`config.mk`:
```
export PLATFORM = sky130hd
export DESIGN_NAME = scaled_5x7_text_renderer_top
export DESIGN_NICKNAME = d
export VERILOG_FILES = /design/src/srtr_pkg.sv /design/src/scaled_5x7_text_renderer_top.sv /design/src/srtr_front.sv /design/src/srtr_queue.sv /design/src/srtr_back.sv
export SDC_FILE = /design/constraint.sdc
export NUM_CORES = 1
export LEC_CHECK = 0
export ABC_AREA = 1
export BUFFER_PORTS_ARGS = -buffer_cell sky130_fd_sc_hd__buf_2
export CORE_ASPECT_RATIO = 0.6
export CORE_MARGIN = 2
export CORE_UTILIZATION = 45
export CTS_BUF_LIST = sky130_fd_sc_hd__clkbuf_8
export CTS_CLUSTER_DIAMETER = 30
export CTS_CLUSTER_SIZE = 20
export DETAILED_ROUTE_END_ITERATION = 6
export PLACE_DENSITY = 0.65
export SYNTH_ARGS = -nofsm -noshare
export SYNTH_HDL_FRONTEND = slang
export SYNTH_HIERARCHICAL = 1
export SYNTH_MEMORY_MAX_BITS = 65536
export SYNTH_SLANG_ARGS = --single-unit
```
`constraint.sdc`:
```
create_clock -name clk_i -period 5.17 [get_ports clk_i]
set_input_delay 0.7755 -clock clk_i [delete_from_list [all_inputs] [get_ports clk_i]]
set_output_delay 0.7755 -clock clk_i [all_outputs]
set_load 0.05 [all_outputs]
```
`src/srtr_pkg.sv`:
```
// Shared types, constants and the 5x7 font table for the scaled text renderer.
package srtr_pkg;

  localparam int GLYPH_W     = 5;
  localparam int GLYPH_H     = 7;
  localparam int GLYPH_GAP   = 1;
  localparam int MASK_W      = 20;
  localparam int SCALE_W     = 4;
  localparam int COORD_W     = 12;
  localparam int ROW_Y_W     = 13;
  localparam int COLOR_W     = 16;
  localparam int CODE_W      = 8;
  localparam int CFG_W       = 3;
  localparam int IN_DATA_W   = 48;
  localparam int OUT_DATA_W  = 64;
  localparam int QUEUE_DEPTH = 2;
  localparam int QPTR_W      = $clog2(QUEUE_DEPTH);
  localparam int QCNT_W      = $clog2(QUEUE_DEPTH + 1);

  localparam logic [CFG_W-1:0]   SCALE_RESET = 3'd2;
  localparam logic [COORD_W-1:0] CURSOR_MAX  = 12'sd2047;
  localparam logic [2:0]         LAST_FROW   = 3'(GLYPH_H - 1);

  localparam logic [CODE_W-1:0] CHAR_LOWER_A = 8'h61;
  localparam logic [CODE_W-1:0] CHAR_LOWER_Z = 8'h7A;
  localparam logic [CODE_W-1:0] CASE_OFFSET  = 8'h20;

  // Glyph rows, top row first; bit 4 is the leftmost pixel.
  typedef logic [0:GLYPH_H-1][GLYPH_W-1:0] glyph_t;

  // One character ready to be drawn.
  typedef struct packed {
    logic signed [COORD_W-1:0] cursor_x;
    logic signed [COORD_W-1:0] cursor_y;
    glyph_t                    glyph;
    logic [MASK_W-1:0]         col_clip;
    logic [COLOR_W-1:0]        panel_color;
    logic [SCALE_W-1:0]        scale;
  } glyph_job_t;

  function automatic glyph_t glyph_rows(input logic [CODE_W-1:0] code_raw);
    logic [CODE_W-1:0] code;
    glyph_t            g;
    code = code_raw;
    if (code_raw >= CHAR_LOWER_A && code_raw <= CHAR_LOWER_Z) begin
      code = code_raw - CASE_OFFSET;
    end
    case (code)
      8'h21: g = {5'h04, 5'h04, 5'h04, 5'h04, 5'h04, 5'h00, 5'h04}; // !
      8'h22: g = {5'h0A, 5'h0A, 5'h0A, 5'h00, 5'h00, 5'h00, 5'h00}; // "
      8'h23: g = {5'h0A, 5'h0A, 5'h1F, 5'h0A, 5'h1F, 5'h0A, 5'h0A}; // #
      8'h25: g = {5'h19, 5'h19, 5'h02, 5'h04, 5'h08, 5'h13, 5'h13}; // %
      8'h26: g = {5'h0C, 5'h12, 5'h14, 5'h08, 5'h15, 5'h12, 5'h0D}; // &
      8'h27: g = {5'h04, 5'h04, 5'h08, 5'h00, 5'h00, 5'h00, 5'h00}; // '
      8'h28: g = {5'h02, 5'h04, 5'h08, 5'h08, 5'h08, 5'h04, 5'h02}; // (
      8'h29: g = {5'h08, 5'h04, 5'h02, 5'h02, 5'h02, 5'h04, 5'h08}; // )
      8'h2A: g = {5'h00, 5'h15, 5'h0E, 5'h1F, 5'h0E, 5'h15, 5'h00}; // *
      8'h2B: g = {5'h00, 5'h04, 5'h04, 5'h1F, 5'h04, 5'h04, 5'h00}; // +
      8'h2C: g = {5'h00, 5'h00, 5'h00, 5'h00, 5'h06, 5'h04, 5'h08}; // ,
      8'h2D: g = {5'h00, 5'h00, 5'h00, 5'h1F, 5'h00, 5'h00, 5'h00}; // -
      8'h2E: g = {5'h00, 5'h00, 5'h00, 5'h00, 5'h00, 5'h0C, 5'h0C}; // .
      8'h2F: g = {5'h01, 5'h02, 5'h02, 5'h04, 5'h08, 5'h08, 5'h10}; // /
      8'h30: g = {5'h0E, 5'h11, 5'h13, 5'h15, 5'h19, 5'h11, 5'h0E}; // 0
      8'h31: g = {5'h04, 5'h0C, 5'h04, 5'h04, 5'h04, 5'h04, 5'h0E}; // 1
      8'h32: g = {5'h0E, 5'h11, 5'h01, 5'h02, 5'h04, 5'h08, 5'h1F}; // 2
      8'h33: g = {5'h1E, 5'h01, 5'h01, 5'h0E, 5'h01, 5'h01, 5'h1E}; // 3
      8'h34: g = {5'h02, 5'h06, 5'h0A, 5'h12, 5'h1F, 5'h02, 5'h02}; // 4
      8'h35: g = {5'h1F, 5'h10, 5'h10, 5'h1E, 5'h01, 5'h01, 5'h1E}; // 5
      8'h36: g = {5'h0E, 5'h10, 5'h10, 5'h1E, 5'h11, 5'h11, 5'h0E}; // 6
      8'h37: g = {5'h1F, 5'h01, 5'h02, 5'h04, 5'h08, 5'h08, 5'h08}; // 7
      8'h38: g = {5'h0E, 5'h11, 5'h11, 5'h0E, 5'h11, 5'h11, 5'h0E}; // 8
      8'h39: g = {5'h0E, 5'h11, 5'h11, 5'h0F, 5'h01, 5'h01, 5'h0E}; // 9
      8'h3A: g = {5'h00, 5'h0C, 5'h0C, 5'h00, 5'h0C, 5'h0C, 5'h00}; // :
      8'h3B: g = {5'h00, 5'h0C, 5'h0C, 5'h00, 5'h06, 5'h04, 5'h08}; // ;
      8'h3F: g = {5'h0E, 5'h11, 5'h01, 5'h02, 5'h04, 5'h00, 5'h04}; // ?
      8'h3E: g = {5'h10, 5'h08, 5'h04, 5'h02, 5'h04, 5'h08, 5'h10}; // >
      8'h41: g = {5'h0E, 5'h11, 5'h11, 5'h1F, 5'h11, 5'h11, 5'h11}; // A
      8'h42: g = {5'h1E, 5'h11, 5'h11, 5'h1E, 5'h11, 5'h11, 5'h1E}; // B
      8'h43: g = {5'h0E, 5'h11, 5'h10, 5'h10, 5'h10, 5'h11, 5'h0E}; // C
      8'h44: g = {5'h1E, 5'h11, 5'h11, 5'h11, 5'h11, 5'h11, 5'h1E}; // D
      8'h45: g = {5'h1F, 5'h10, 5'h10, 5'h1E, 5'h10, 5'h10, 5'h1F}; // E
      8'h46: g = {5'h1F, 5'h10, 5'h10, 5'h1E, 5'h10, 5'h10, 5'h10}; // F
      8'h47: g = {5'h0E, 5'h11, 5'h10, 5'h17, 5'h11, 5'h11, 5'h0F}; // G
      8'h48: g = {5'h11, 5'h11, 5'h11, 5'h1F, 5'h11, 5'h11, 5'h11}; // H
      8'h49: g = {5'h0E, 5'h04, 5'h04, 5'h04, 5'h04, 5'h04, 5'h0E}; // I
      8'h4A: g = {5'h07, 5'h02, 5'h02, 5'h02, 5'h12, 5'h12, 5'h0C}; // J
      8'h4B: g = {5'h11, 5'h12, 5'h14, 5'h18, 5'h14, 5'h12, 5'h11}; // K
      8'h4C: g = {5'h10, 5'h10, 5'h10, 5'h10, 5'h10, 5'h10, 5'h1F}; // L
      8'h4D: g = {5'h11, 5'h1B, 5'h15, 5'h15, 5'h11, 5'h11, 5'h11}; // M
      8'h4E: g = {5'h11, 5'h19, 5'h15, 5'h13, 5'h11, 5'h11, 5'h11}; // N
      8'h4F: g = {5'h0E, 5'h11, 5'h11, 5'h11, 5'h11, 5'h11, 5'h0E}; // O
      8'h50: g = {5'h1E, 5'h11, 5'h11, 5'h1E, 5'h10, 5'h10, 5'h10}; // P
      8'h51: g = {5'h0E, 5'h11, 5'h11, 5'h11, 5'h15, 5'h12, 5'h0D}; // Q
      8'h52: g = {5'h1E, 5'h11, 5'h11, 5'h1E, 5'h14, 5'h12, 5'h11}; // R
      8'h53: g = {5'h0F, 5'h10, 5'h10, 5'h0E, 5'h01, 5'h01, 5'h1E}; // S
      8'h54: g = {5'h1F, 5'h04, 5'h04, 5'h04, 5'h04, 5'h04, 5'h04}; // T
      8'h55: g = {5'h11, 5'h11, 5'h11, 5'h11, 5'h11, 5'h11, 5'h0E}; // U
      8'h56: g = {5'h11, 5'h11, 5'h11, 5'h11, 5'h0A, 5'h0A, 5'h04}; // V
      8'h57: g = {5'h11, 5'h11, 5'h11, 5'h15, 5'h15, 5'h1B, 5'h11}; // W
      8'h58: g = {5'h11, 5'h0A, 5'h04, 5'h04, 5'h04, 5'h0A, 5'h11}; // X
      8'h59: g = {5'h11, 5'h0A, 5'h04, 5'h04, 5'h04, 5'h04, 5'h04}; // Y
      8'h5A: g = {5'h1F, 5'h01, 5'h02, 5'h04, 5'h08, 5'h10, 5'h1F}; // Z
      8'h5F: g = {5'h00, 5'h00, 5'h00, 5'h00, 5'h00, 5'h00, 5'h1F}; // _
      default: g = '0; // space and every code without a glyph
    endcase
    return g;
  endfunction

endpackage

```
`src/scaled_5x7_text_renderer_top.sv`:
```
// Top level of the scaled 5x7 text renderer.
//
//  channel        dir  handshake                    content
//  s_axis         in   s_axis_tvalid/s_axis_tready  one character per transaction
//  m_axis         out  m_axis_tvalid/m_axis_tready  one row span per transaction
//  cfg            in   cfg_valid_i/cfg_ready_o      glyph_scale write, always ready
//
// A character gives 7*scale spans, one per cycle while m_axis_tready allows, so the
// row walk in the back end sets the rate. A character is registered in the queue and
// its first span in the output register before that span is offered on m_axis.
// Reset clears the cursor to (0,0), sets scale to 2 and empties the queue.
// The two-entry queue lets the front take new characters while the back end is
// stalled by m_axis_tready; a stalled span holds in the output register.
module scaled_5x7_text_renderer_top import srtr_pkg::*; #(
  parameter int FRAME_WIDTH  = 536,
  parameter int FRAME_HEIGHT = 240,
  parameter int MAX_SCALE    = 4
) (
  input  logic                  clk_i,
  input  logic                  rst_ni,
  input  logic                  cfg_valid_i,
  output logic                  cfg_ready_o,
  input  logic [CFG_W-1:0]      cfg_data_i,     // glyph_scale
  input  logic                  s_axis_tvalid,
  output logic                  s_axis_tready,
  // char_code[7:0], origin_x[19:8], origin_y[31:20], text_color[47:32]
  input  logic [IN_DATA_W-1:0]  s_axis_tdata,
  input  logic                  s_axis_tuser,   // first_char
  output logic                  m_axis_tvalid,
  input  logic                  m_axis_tready,
  // row_y[12:0], span_x[24:13], pixel_mask[44:25], panel_color[60:45], zero[63:61]
  output logic [OUT_DATA_W-1:0] m_axis_tdata,
  output logic                  m_axis_tlast    // last_row
);

  glyph_job_t front_job, head_job;
  logic       front_valid, queue_ready, head_valid, head_pop;

  assign cfg_ready_o = 1'b1;

  srtr_front #(
    .FRAME_WIDTH (FRAME_WIDTH),
    .MAX_SCALE   (MAX_SCALE)
  ) u_front (
    .clk_i       (clk_i),
    .rst_ni      (rst_ni),
    .cfg_valid_i (cfg_valid_i && cfg_ready_o),
    .cfg_data_i  (cfg_data_i),
    .in_valid_i  (s_axis_tvalid),
    .in_ready_o  (s_axis_tready),
    .in_data_i   (s_axis_tdata),
    .in_first_i  (s_axis_tuser),
    .job_valid_o (front_valid),
    .job_ready_i (queue_ready),
    .job_o       (front_job)
  );

  srtr_queue u_queue (
    .clk_i        (clk_i),
    .rst_ni       (rst_ni),
    .push_valid_i (front_valid),
    .push_ready_o (queue_ready),
    .push_data_i  (front_job),
    .pop_valid_o  (head_valid),
    .pop_i        (head_pop),
    .pop_data_o   (head_job)
  );

  srtr_back #(
    .FRAME_HEIGHT (FRAME_HEIGHT),
    .MAX_SCALE    (MAX_SCALE)
  ) u_back (
    .clk_i       (clk_i),
    .rst_ni      (rst_ni),
    .job_valid_i (head_valid),
    .job_pop_o   (head_pop),
    .job_i       (head_job),
    .out_valid_o (m_axis_tvalid),
    .out_ready_i (m_axis_tready),
    .out_data_o  (m_axis_tdata),
    .out_last_o  (m_axis_tlast)
  );

endmodule

```
`src/srtr_front.sv`:
```
// Front end: takes characters, tracks the cursor, looks up glyphs and column clipping.
module srtr_front import srtr_pkg::*; #(
  parameter int FRAME_WIDTH = 536,
  parameter int MAX_SCALE   = 4
) (
  input  logic                 clk_i,
  input  logic                 rst_ni,
  input  logic                 cfg_valid_i,
  input  logic [CFG_W-1:0]     cfg_data_i,
  input  logic                 in_valid_i,
  output logic                 in_ready_o,
  input  logic [IN_DATA_W-1:0] in_data_i,
  input  logic                 in_first_i,
  output logic                 job_valid_o,
  input  logic                 job_ready_i,
  output glyph_job_t           job_o
);

  logic [CFG_W-1:0]          scale_cfg_q;
  logic signed [COORD_W-1:0] cursor_x_q, cursor_x_d;
  logic signed [COORD_W-1:0] cursor_y_q, cursor_y_d;

  logic                        accept;
  logic [CODE_W-1:0]           code;
  logic signed [COORD_W-1:0]   origin_x, origin_y, cur_x, cur_y;
  logic [COLOR_W-1:0]          color;
  logic [SCALE_W-1:0]          scale;
  logic signed [ROW_Y_W-1:0]   next_x;
  logic [MASK_W-1:0]           col_clip;

  assign accept      = in_valid_i && in_ready_o;
  assign in_ready_o  = job_ready_i;
  assign job_valid_o = in_valid_i;

  assign code     = in_data_i[7:0];
  assign origin_x = in_data_i[19:8];
  assign origin_y = in_data_i[31:20];
  assign color    = in_data_i[47:32];

  always_comb begin
    logic signed [ROW_Y_W-1:0] x;
    cur_x = in_first_i ? origin_x : cursor_x_q;
    cur_y = in_first_i ? origin_y : cursor_y_q;

    // clamp the register into 1..MAX_SCALE
    scale = {1'b0, scale_cfg_q};
    if (scale == '0) begin
      scale = SCALE_W'(1);
    end else if (scale > SCALE_W'(MAX_SCALE)) begin
      scale = SCALE_W'(MAX_SCALE);
    end

    for (int c = 0; c < MASK_W; c++) begin
      x = {cur_x[COORD_W-1], cur_x} + ROW_Y_W'(c);
      col_clip[c] = !x[ROW_Y_W-1] && (x < ROW_Y_W'(FRAME_WIDTH));
    end

    next_x = {cur_x[COORD_W-1], cur_x}
           + ROW_Y_W'(scale) * ROW_Y_W'(GLYPH_W + GLYPH_GAP);
    cursor_x_d = cursor_x_q;
    cursor_y_d = cursor_y_q;
    if (accept) begin
      cursor_y_d = cur_y;
      cursor_x_d = (next_x > $signed({1'b0, CURSOR_MAX})) ? CURSOR_MAX
                                                           : next_x[COORD_W-1:0];
    end
  end

  always_comb begin
    job_o.cursor_x    = cur_x;
    job_o.cursor_y    = cur_y;
    job_o.glyph       = glyph_rows(code);
    job_o.col_clip    = col_clip;
    job_o.panel_color = {color[7:0], color[15:8]};
    job_o.scale       = scale;
  end

  always_ff @(posedge clk_i or negedge rst_ni) begin
    if (!rst_ni) begin
      scale_cfg_q <= SCALE_RESET;
      cursor_x_q  <= '0;
      cursor_y_q  <= '0;
    end else begin
      if (cfg_valid_i) begin
        scale_cfg_q <= cfg_data_i;
      end
      cursor_x_q <= cursor_x_d;
      cursor_y_q <= cursor_y_d;
    end
  end

  a_first_loads_y: assert property (@(posedge clk_i) disable iff (!rst_ni)
    accept && in_first_i |=> cursor_y_q == $past(origin_y))
    else $error("cursor y not loaded from origin on first character");

  a_x_advances: assert property (@(posedge clk_i) disable iff (!rst_ni)
    accept && !in_first_i |=> cursor_x_q >= $past(cursor_x_q))
    else $error("cursor x moved backward without a string start");

endmodule

```
`src/srtr_queue.sv`:
```
// Short register queue between the front and back ends.
module srtr_queue import srtr_pkg::*; (
  input  logic       clk_i,
  input  logic       rst_ni,
  input  logic       push_valid_i,
  output logic       push_ready_o,
  input  glyph_job_t push_data_i,
  output logic       pop_valid_o,
  input  logic       pop_i,
  output glyph_job_t pop_data_o
);

  glyph_job_t        entries_q [QUEUE_DEPTH];
  logic [QPTR_W-1:0] wr_ptr_q, rd_ptr_q;
  logic [QCNT_W-1:0] count_q;
  logic              push, pop;

  assign push_ready_o = count_q != QCNT_W'(QUEUE_DEPTH);
  assign pop_valid_o  = count_q != '0;
  assign push         = push_valid_i && push_ready_o;
  assign pop          = pop_i && pop_valid_o;
  assign pop_data_o   = entries_q[rd_ptr_q];

  always_ff @(posedge clk_i) begin
    if (push) begin
      entries_q[wr_ptr_q] <= push_data_i;
    end
  end

  always_ff @(posedge clk_i or negedge rst_ni) begin
    if (!rst_ni) begin
      wr_ptr_q <= '0;
      rd_ptr_q <= '0;
      count_q  <= '0;
    end else begin
      if (push) begin
        wr_ptr_q <= (wr_ptr_q == QPTR_W'(QUEUE_DEPTH - 1)) ? '0 : wr_ptr_q + 1'b1;
      end
      if (pop) begin
        rd_ptr_q <= (rd_ptr_q == QPTR_W'(QUEUE_DEPTH - 1)) ? '0 : rd_ptr_q + 1'b1;
      end
      count_q <= count_q + QCNT_W'(push) - QCNT_W'(pop);
    end
  end

  a_no_pop_empty: assert property (@(posedge clk_i) disable iff (!rst_ni)
    pop_i |-> pop_valid_o)
    else $error("back end consumed from an empty queue");

endmodule

```
`src/srtr_back.sv`:
```
// Back end: walks the physical rows of the head character and registers one span a cycle unless stalled.
module srtr_back import srtr_pkg::*; #(
  parameter int FRAME_HEIGHT = 240,
  parameter int MAX_SCALE    = 4
) (
  input  logic                  clk_i,
  input  logic                  rst_ni,
  input  logic                  job_valid_i,
  output logic                  job_pop_o,
  input  glyph_job_t            job_i,
  output logic                  out_valid_o,
  input  logic                  out_ready_i,
  output logic [OUT_DATA_W-1:0] out_data_o,
  output logic                  out_last_o
);

  localparam int ROW_W = $clog2(GLYPH_H * MAX_SCALE);

  logic [ROW_W-1:0]   row_q;
  logic [2:0]         frow_q;
  logic [SCALE_W-1:0] sub_q;

  logic                  out_valid_q;
  logic [OUT_DATA_W-1:0] out_data_q;
  logic                  out_last_q;

  logic                      advance, last_sub, last_span, row_ok;
  logic signed [ROW_Y_W-1:0] row_y;
  logic [MASK_W-1:0]         mask;

  function automatic logic [MASK_W-1:0] expand(input logic [GLYPH_W-1:0] bits,
                                               input logic [SCALE_W-1:0] sc);
    logic [MASK_W-1:0] m;
    m = '0;
    for (int s = 1; s <= MAX_SCALE; s++) begin
      if (sc == SCALE_W'(s)) begin
        for (int col = 0; col < GLYPH_W; col++) begin
          for (int k = 0; k < s; k++) begin
            if (col * s + k < MASK_W) begin
              m[col * s + k] = bits[GLYPH_W - 1 - col];
            end
          end
        end
      end
    end
    return m;
  endfunction

  assign advance   = job_valid_i && (!out_valid_q || out_ready_i);
  assign last_sub  = sub_q == job_i.scale - 1'b1;
  assign last_span = last_sub && (frow_q == LAST_FROW);
  assign job_pop_o = advance && last_span;

  always_comb begin
    row_y  = {job_i.cursor_y[COORD_W-1], job_i.cursor_y} + ROW_Y_W'(row_q);
    row_ok = !row_y[ROW_Y_W-1] && (row_y < ROW_Y_W'(FRAME_HEIGHT));
    mask   = expand(job_i.glyph[frow_q], job_i.scale) & job_i.col_clip
           & {MASK_W{row_ok}};
  end

  always_ff @(posedge clk_i) begin
    if (advance) begin
      out_data_q <= {3'b000, job_i.panel_color, mask, job_i.cursor_x, row_y};
      out_last_q <= last_span;
    end
  end

  always_ff @(posedge clk_i or negedge rst_ni) begin
    if (!rst_ni) begin
      out_valid_q <= 1'b0;
      row_q       <= '0;
      frow_q      <= '0;
      sub_q       <= '0;
    end else begin
      if (advance) begin
        out_valid_q <= 1'b1;
      end else if (out_ready_i) begin
        out_valid_q <= 1'b0;
      end
      if (advance) begin
        if (last_span) begin
          row_q  <= '0;
          frow_q <= '0;
          sub_q  <= '0;
        end else begin
          row_q <= row_q + 1'b1;
          if (last_sub) begin
            sub_q  <= '0;
            frow_q <= frow_q + 1'b1;
          end else begin
            sub_q <= sub_q + 1'b1;
          end
        end
      end
    end
  end

  assign out_valid_o = out_valid_q;
  assign out_data_o  = out_data_q;
  assign out_last_o  = out_last_q;

  a_frow_range: assert property (@(posedge clk_i) disable iff (!rst_ni)
    frow_q <= LAST_FROW)
    else $error("glyph row counter past the last font row");

  a_sub_range: assert property (@(posedge clk_i) disable iff (!rst_ni)
    job_valid_i |-> sub_q < job_i.scale)
    else $error("row repeat counter past the scale of the head character");

endmodule

```
==> flow_metrics.tcl, run 1 <==
set metrics [dict create \
    cp-start-kind "flop" \
    die_h_um 164 \
    hold_viol 0 \
    synthTopCellsByArea "edfxtp_1, nand2_1, dfrtp_1, nand3_1, nor2_1" \
    postSynthAreaPerCell_um2 7.89 \
    hpwl_mm 52.6 \
    path_class "reg -> reg" \
    required_ps 5680 \
    power.density_mw_per_mm2 570 \
    rows 58 \
    start_util 0.458 \
    drc 0 \
    nets 2634 \
    die_w_um 271 \
    hold_path_class "in -> async" \
    wl_per_cell_um 22.6 \
    vias 17585 \
    io_buffers 120 \
    crit_arrival_ps 4540 \
    antenna_found_initial 2 \
    synth_cell_types 59 \
    cap_viol_max_count 0 \
    cts_setup_buffers 0 \
    fin_worst_skew_ps 41.3 \
    io_pins 125 \
    synth_ff_type "edfxtp_1" \
    power_w 0.0121 \
    clk_latency_ps 610 \
    first_global_vias 15866 \
    routabilityCongestion 1.06 \
    status "finished, final reports clean" \
    drt_iter0_drc 2141 \
    overflow 0 \
    syn_area_mm2 0.0193 \
    yosysWarnings 6 \
    grt_setup_unrepaired "no" \
    synthArstFlopShare 0.145 \
    regToRegSetupSlack_ps 1140 \
    rr_endpoint "u_queue/count_q[1]" \
    core_mm2 0.0421 \
    dieArea_mm2 0.0446 \
    ir_drop_v 0.000463 \
    fin_crit_ps 4030 \
    viasPerCell 5.59 \
    r2r.worst_path.cells 22 \
    setup_violations 0 \
    yosysTopAreaCell "edfxtp_1" \
    ys_seq_elements 304 \
    cts_max_path_buffers 3 \
    synth_cells 2445 \
    drt_first_pass_iters 6 \
    fin_crit_sh 0.779 \
    tritoncts "done" \
    htreeDepth 2 \
    path_clk_slew_ps 80 \
    crit_path_end_kind "flop" \
    cts-buffers-inserted 51 \
    grt_max_degree 84 \
    setup_tns_ps 0 \
    grt_usage 0.317 \
    cts_resized 0 \
    synth_top_area_share 0.405 \
    wl_mm 71.0 \
    slew_headroom 0.0774 \
    postRouteAntennaNets 0 \
    synth_edf_count 260 \
    grt_pass1_wl_mm 104 \
    leakagePower_nw 9.64 \
    cp_max_fo 42 \
    diodes 0 \
    drive_gt1_frac 0.142 \
    ys_top_cells_by_count "nand2_1, edfxtp_1, nor2_1" \
    areaGrowthSynthToFinish_pct 10.4 \
    root_buffer "clkbuf_8" \
    yosysSeqAreaShare 0.462 \
    slew_viol_final 0 \
    clock-sinks 304 \
    worstMarginPinSlew_ps 1370 \
    hold_buffers 0 \
    reg2reg_from "u_queue/rd_ptr_q" \
    clock.fmax_mhz 248 \
    yosysMostFrequentCell "nand2_1" \
]
-- cells by family after synthesis --
logic type | synth area share
DFF | 0.462
other | 0.000584
adders and majority gates | 0.0287
and+or+nand+nor | 0.307
xor gates and xnor gates | 0.0290
buffers and inverters | 0.0814
AOI/OAI and AO/OA | 0.0908
-- placed cells by master, fill, tap and decap left out, drive strengths merged, types with 8 or more instances in the layout --
master	synthesis	routed
a21oi	106	106
a22oi	8	8
a31oi	8	8
buf	99	162
clkbuf	29	52
clkinv	2	17
dfrtp	43	43
edfxtp	260	260
ha	41	41
inv	199	218
nand2	939	939
nand3	179	179
nand4	25	25
nor2	217	217
nor3	20	20
o211ai	10	10
o21ai	155	155
o22ai	13	13
xor2	57	57
-- worst max path at each step --
| stage | startpoint | endpoint | slack (ps) |
|---|---|---|---|
| after detailed placement | s_axis_tuser | u_front/cursor_x_q[2] | 980 |
| after global routing | u_queue/rd_ptr_q | u_queue/count_q[1] | 780 |
| after global placement | s_axis_tuser | u_queue/entries_q[0][34] | 970 |
| after CTS | u_queue/rd_ptr_q | u_queue/count_q[1] | 1170 |
| after floorplan | s_axis_tvalid | u_queue/entries_q[1][0] | 1160 |
| final | u_queue/rd_ptr_q | u_queue/count_q[1] | 1140 |
-- layer usage --
layer | GRT usage | wire length [um] | vias to the layer above | share of wire
li1 | - | - | 8195 | -
met1 | 0.510 | 34200 | 8333 | 0.48
met2 | 0.381 | 25200 | 989 | 0.36
met3 | 0.140 | 10800 | 66 | 0.15
met4 | 0.0382 | 697 | 2 | 0.0098
met5 | 0 | 13 | - | 0.00018
-- registers in the layout, indices dropped and copies added, names as in the netlist --
| signal | flops |
|---|---|
| u_queue/wr_ptr_q | 1 |
| u_back/row_q | 5 |
| u_queue/rd_ptr_q | 1 |
| u_back/sub_q | 4 |
| u_front/cursor_x_q | 12 |
| u_back/frow_q | 3 |
| u_back/out_valid_o | 1 |
| u_front/scale_cfg_q | 3 |
| u_front/cursor_y_q | 12 |
| u_back/out_data_o | 61 |
| u_back/out_last_o | 1 |
| u_queue/entries_q | 198 |
| u_queue/count_q | 2 |
-- final cells by class --
class | instances | area (um2)
fill | 4093 | 20800
sequential | 304 | 8910
multi-input combinational | 1814 | 8820
timing repair buffer | 162 | 928
inverter | 201 | 761
clock buffer | 52 | 716
tap | 570 | 713
clock inverter | 43 | 439
-- critical path, cell delays in order, from the launching register on --
cell	delay, ps
dfrtp_4	700
inv_4	490
nand2_1	100
nand2_1	250
inv_1	130
ha_1	310
xor2_1	140
nand2_1	60
a21oi_1	110
nand3_1	190
nor2_2	250
nand2_1	220
inv_1	110
inv_1	40
nor2_1	150
nand2_1	90
nand2_1	80
ha_1	160
inv_1	50
nand2_1	60
nand2_1	60
nand3_1	80
nand2_1	60
-- power by group --
part           switching, W  internal (W)  total [W]  leakage [nW]
registers          0.000354       0.00368    0.00403          3.01
clock network       0.00114       0.00127    0.00241         0.594
logic               0.00437       0.00134    0.00571          6.04
-- metrics by stage --
step           hold WS, ps  cells  cell area (um2)  utilization  setup WS, ps
2_1_floorplan          449   2447            19300            -          1160
3_3_place_gp           474   3051            20100        0.478           974
3_5_place_dp           497   3051            20100        0.478           984
4_1_cts                267   3146            21300        0.506          1170
5_1_grt                304   3146            21300        0.506           778
6_report               274   3146            21300        0.506          1140
No activity file was read; power rests on OpenSTA's default activity.
==> inputs of run 2 (changes only) <==
==> constraint.sdc (replaced) <==
create_clock -name clk_i -period 3.2 [get_ports clk_i]
set_input_delay 0.48 -clock clk_i [delete_from_list [all_inputs] [get_ports clk_i]]
set_output_delay 0.48 -clock clk_i [all_outputs]
set_load 0.05 [all_outputs]
==> run 2 against run 1 <==
  * The run now ends with DRC left
  * Largest power group unchanged
  * Hold slack got worse by 220 ps
  * Combinational power is 75% higher
  * Clock skew increased by 6.6 ps
  * Die area stayed put
  * Worst setup slack lost 920 ps
  * Clock-buffer cell count is 4 lower
  * Flip-flop and latch count unchanged
  * Global-route usage grew 0.88 points
  * First-iteration DRC count grew 12%
==> flow_metrics.tcl, run 2 (synthesis results as in run 1) <==
set metrics [dict create \
    path_clk_slew_ps 90 \
    clk_latency_ps 610 \
    cp_slowest_cell "dfrtp_4" \
    cp.buffers_inverters 3 \
    max_stage_delay_ps 520 \
    num-fill-cells 4046 \
    power.density_mw_per_mm2 886 \
    fin_crit_ps 2970 \
    tritoncts "done" \
    fin_worst_skew_ps 47.9 \
    dieArea_mm2 0.0446 \
    setup_tns_ps 0 \
    grt_max_degree 49 \
    crit_family "simple AND/OR/NAND/NOR gates" \
    htreeDepth 2 \
    fin_crit_sh 0.929 \
    io_buffers 120 \
    slew_headroom 0.455 \
    drt_iter0_drc 2389 \
    cp-start-kind "flop" \
    holdWs_ps 50.7 \
    crit_chain "buf_4 > buf_4 > nand2_1 > nand2_1 > ha_1 > a21oi_2 > inv_1 > nand2_1 > nand2_2 > nand2_1 > nand2_1 > nand2_1 > nand2_2 > nor2_4 > nand3_1 > nor2_1" \
    required_ps 3600 \
    root_buffer "clkbuf_8" \
    crit_path_end_kind "flop" \
    core_mm2 0.0421 \
    crit_top_cell "nand2_1" \
    crit_arrival_ps 3370 \
    drive_gt1_frac 0.197 \
    areaGrowthSynthToFinish_pct 18.1 \
    grt_pass1_wl_mm 107 \
    path_class "reg -> reg" \
    drt_first_pass_iters 7 \
    ir_drop_v 0.000670 \
    vias 18425 \
    hold_viol 0 \
    leakagePower_nw 10.5 \
    overflow 0 \
    die_h_um 164 \
    cap_viol_max_count 0 \
    final_cells 3319 \
    wl_mm 73.0 \
    fin_area_mm2 0.0228 \
    routabilityCongestion 1.05 \
    clock.fmax_mhz 336 \
    wl_per_cell_um 22.0 \
    hold_path_class "in -> reg" \
    setup_violations 0 \
    regMostFlops "u_queue/entries_q" \
    grt_usage 0.325 \
    final_common_cell "nand2_1" \
    placedInstanceArea_mm2 0.0215 \
    drc 4 \
    largest_reg_flops 198 \
    postRouteAntennaNets 0 \
    cts_max_path_buffers 3 \
    viasPerCell 5.55 \
    hpwl_mm 56.7 \
    final_cell_mix "nand2_1, edfxtp_1, buf_4, nor2_1, inv_1" \
    violations "DRC" \
    diodes 0 \
    nets 2810 \
    place_inst 3222 \
    status "finished with violations" \
    cp_max_fo 12 \
    clock-sinks 304 \
    slew_viol_final 0 \
    worstMarginPinSlew_ps 817 \
    rows 58 \
    die_w_um 271 \
    antenna_found_initial 0 \
    cts-buffers-inserted 48 \
    io_pins 125 \
    first_global_vias 16886 \
    start_util 0.458 \
]
-- run 2: routing by layer --
| layer | vias up | GRT usage | share of wire |
|---|---|---|---|
| li1 | 8541 | - | - |
| met1 | 8706 | 0.513 | 0.48 |
| met2 | 1101 | 0.382 | 0.34 |
| met3 | 77 | 0.170 | 0.17 |
| met4 | 0 | 0.0455 | 0.011 |
| met5 | - | 0 | 0 |
-- run 2: timing repair --
| action | in CTS | in global routing |
|---|---|---|
| gates resized for setup | 1 | 9 |
| pin swaps | 0 | 3 |
| buffers inserted | 0 | 7 |
| endpoints found under the hold margin | 29 | 0 |
| hold buffers | 1 | 0 |
| endpoints found under the setup margin | 1 | 15 |
-- run 2: power breakdown --
group	switching (W)	internal [W]	leakage, nW
registers	0.000524	0.00593	3.01
logic	0.00733	0.00266	6.95
clock network	0.00188	0.00183	0.574
-- run 2: cell type report --
class | count | area [um2] | share of cell area
clock inverter | 41 | 442 | 0.0194
clock buffer | 48 | 661 | 0.0290
multi-input combinational | 1814 | 8850 | 0.389
timing repair buffer | 341 | 2420 | 0.106
tap | 570 | 713 | 0.0313
sequential | 304 | 8910 | 0.392
inverter | 201 | 761 | 0.0334
-- run 2: path summary, 6_finish.rpt --
check | startpoint | endpoint | slack (ps) | depth (start not counted)
worst max-delay path | u_queue/rd_ptr_q | u_back/out_data_o[30] | 230 | 16
worst min-delay path | s_axis_tdata[34] | u_queue/entries_q[1][14] | 50 | 1
worst max register to register | u_queue/rd_ptr_q | u_back/out_data_o[30] | 230 | 16
worst min register to register | u_queue/entries_q[0][17] | u_back/out_data_o[58] | 490 | 2
max in group asynchronous | rst_ni | u_front/scale_cfg_q[1] | 1920 | 3
min in group asynchronous | rst_ni | u_front/cursor_y_q[7] | 480 | 2
-- run 2: stage by stage --
step                setup WS, ps  utilization  total power, W
global route               -3.15        0.541          0.0213
finish                       226        0.541          0.0202
floorplan                   -518            -          0.0130
detailed placement          55.4        0.512          0.0161
CTS                         43.0        0.538          0.0198
global placement             117        0.512          0.0161
-- run 2: worst reg2reg max path, stage by stage, from the launching register on --
cell and delay (ps):
dfrtp_4 520, buf_4 150, buf_4 180, nand2_1 80
nand2_1 60, ha_1 350, a21oi_2 240, inv_1 70
nand2_1 90, nand2_2 70, nand2_1 60, nand2_1 40
nand2_1 150, nand2_2 90, nor2_4 270, nand3_1 160
nor2_1 210
==> inputs of run 3 (changes only) <==
--- a/config.mk
+++ b/config.mk
@@ -14,7 +14,6 @@
 export CTS_CLUSTER_DIAMETER = 30
 export CTS_CLUSTER_SIZE = 20
 export DETAILED_ROUTE_END_ITERATION = 6
-export PLACE_DENSITY = 0.65
 export SYNTH_ARGS = -nofsm -noshare
 export SYNTH_HDL_FRONTEND = slang
 export SYNTH_HIERARCHICAL = 1
==> run 3 against run 2 <==
  * The run now ends clean
  * Wire length decreased by 2.6%
  * Worst setup slack worse by 42 ps
  * First-iteration DRC count rose by 4.1%
  * Maximum frequency down 1.4%
  * Sequential share of layout area grew 0.59 points
  * Largest power group unchanged
  * Global-route usage down 0.85 points
  * Clock-buffer cell count increased by 6
  * Non-clock buffer count down 39
==> flow_metrics.tcl, run 3 (synthesis results as in run 1) <==
set metrics [dict create \
    max_stage_delay_ps 520 \
    drive_gt1_frac 0.188 \
    crit_chain "buf_4 > nand2_1 > nand2_1 > ha_1 > fa_1 > nand3_1 > nand3_1 > nand3_1 > nand3_1 > nand2_2 > nand2_2 > nor2_4 > buf_12 > nand3_1 > nor2_1" \
    hpwl_mm 54.2 \
    vias 18113 \
    cp-start-kind "flop" \
    regMostFlops "u_queue/entries_q" \
    cp.buffers_inverters 2 \
    drc 0 \
    viasPerCell 5.50 \
    die_w_um 271 \
    slew_viol_final 0 \
    postRouteAntennaNets 0 \
    die_h_um 164 \
    start_util 0.458 \
    min_path_cells 1 \
    cp_slowest_cell "dfrtp_4" \
    required_ps 3620 \
    num-fill-cells 4085 \
    dieArea_mm2 0.0446 \
    reg2reg_from "u_queue/rd_ptr_q" \
    setup_violations 0 \
    crit_family "simple AND/OR/NAND/NOR gates" \
    grt_usage 0.317 \
    clock-sinks 304 \
    first_global_vias 16526 \
    leakagePower_nw 10.3 \
    io_pins 125 \
    grt_max_degree 101 \
    wl_mm 71.1 \
    rows 58 \
    holdPathEnd "u_queue/entries_q[0][8]" \
    fin_crit_sh 0.942 \
    path_class "reg -> reg" \
    r2r.worst_path.cells 15 \
    largest_reg_flops 198 \
    fin_ws_ps 185 \
    wl_per_cell_um 21.6 \
    grt_pass1_wl_mm 105 \
    placedInstanceArea_mm2 0.0213 \
    rr_endpoint "u_back/out_data_o[28]" \
    routabilityCongestion 1.04 \
    regToRegSetupSlack_ps 180 \
    crit_path_end_kind "flop" \
    drt_iter0_drc 2487 \
    holdCritStartpoint "s_axis_tdata[44]" \
    drt_first_pass_iters 6 \
    final_common_cell "nand2_1" \
    power.density_mw_per_mm2 880 \
    overflow 0 \
    fin_area_mm2 0.0224 \
    areaGrowthSynthToFinish_pct 16.3 \
    crit_top_cell "nand3_1" \
    clk_latency_ps 630 \
    io_buffers 120 \
    fin_crit_ps 3020 \
    tritoncts "done" \
    regArea_mm2 0.00891 \
    hold_viol 0 \
    clock.fmax_mhz 332 \
    hold_path_class "in -> reg" \
    root_buffer "clkbuf_8" \
    crit_arrival_ps 3430 \
    status "finished, final reports clean" \
    ir_drop_v 0.000916 \
    diodes 0 \
    grt_setup_unrepaired "no" \
    nets 2776 \
    path_clk_slew_ps 70 \
    antenna_found_initial 0 \
    htreeDepth 2 \
    cap_viol_max_count 0 \
    core_mm2 0.0421 \
    cp_max_fo 22 \
    place_ws_ps 97.2 \
    final_cell_mix "nand2_1, edfxtp_1, nor2_1, inv_1, nand3_1" \
    worstMarginPinSlew_ps 879 \
    fin_worst_skew_ps 44.8 \
    cts_max_path_buffers 3 \
    multi_input_area_mm2 0.00883 \
    slew_headroom 0.414 \
    cts-buffers-inserted 53 \
]
## run 3: cell count changes in the layout (fill, tap and decap cells not counted), moves of 3 or more
cell,previous run,this run
buf_4,205,170
clkbuf_8,48,54
clkinv_2,3,9
clkinv_4,3,9
clkinv_8,5,1
clkinvlp_4,3,11
inv_1,185,182
inv_8,11,1
## run 3: cell type report
| type | count | share of cell area |
|---|---|---|
| Inverter | 201 | 0.0339 |
| Multi-Input combinational cell | 1814 | 0.394 |
| Clock inverter | 46 | 0.0161 |
| Sequential cell | 304 | 0.398 |
| Tap cell | 570 | 0.0318 |
| Timing Repair Buffer | 302 | 0.0936 |
| Clock buffer | 54 | 0.0331 |
## run 3: how the worst max path moves through the flow
stage,to,startpoint,cells after the start
3_5_place_dp,u_back/out_data_o[28],u_queue/rd_ptr_q,14
6_report,u_back/out_data_o[28],u_queue/rd_ptr_q,15
5_1_grt,u_queue/count_q[1],u_queue/rd_ptr_q,22
2_1_floorplan,u_queue/entries_q[1][0],s_axis_tvalid,3
3_3_place_gp,u_back/out_data_o[28],u_queue/rd_ptr_q,14
4_1_cts,u_back/out_data_o[28],u_queue/rd_ptr_q,14
## run 3: power breakdown
part | internal (W) | leakage (nW) | total, W | switching, W
Clock | 0.00177 | 0.547 | 0.00362 | 0.00185
Combinational | 0.00253 | 6.75 | 0.00965 | 0.00712
Sequential | 0.00595 | 3.01 | 0.00647 | 0.000521
## run 3: per-stage QoR
step / hold slack [ps] / utilization / total power [W] / setup TNS, ps / instances
finish: 41.9 / 0.533 / 0.0197 / 0 / 3291
global route: 9.48 / 0.533 / 0.0209 / 0 / 3291
CTS: 12.1 / 0.531 / 0.0195 / 0 / 3289
detailed placement: 409 / 0.505 / 0.0159 / 0 / 3188
global placement: 400 / 0.505 / 0.0158 / 0 / 3188
floorplan: 184 / - / 0.0130 / -101190 / 2447
## run 3: what timing repair did
action | 4_1_cts | 5_1_grt
endpoints found under the setup margin | 0 | 25
gates resized for setup | 0 | 4
hold buffers | 1 | 0
setup buffers | 0 | 2
endpoints found under the hold margin | 12 | 0
## run 3: worst register-to-register path: stages, from the launching register on
cell	delay, ps
dfrtp_4	520
buf_4	240
nand2_1	90
nand2_1	60
ha_1	240
fa_1	450
nand3_1	110
nand3_1	140
nand3_1	100
nand3_1	80
nand2_2	80
nand2_2	60
nor2_4	100
buf_12	140
nand3_1	160
nor2_1	280
## run 3: metal layers
metal	track usage	part of all wire	vias up
met5	0	0	-
met4	0.0387	0.0090	0
met3	0.124	0.14	73
met2	0.375	0.34	1048
met1	0.526	0.50	8520
li1	-	-	8472
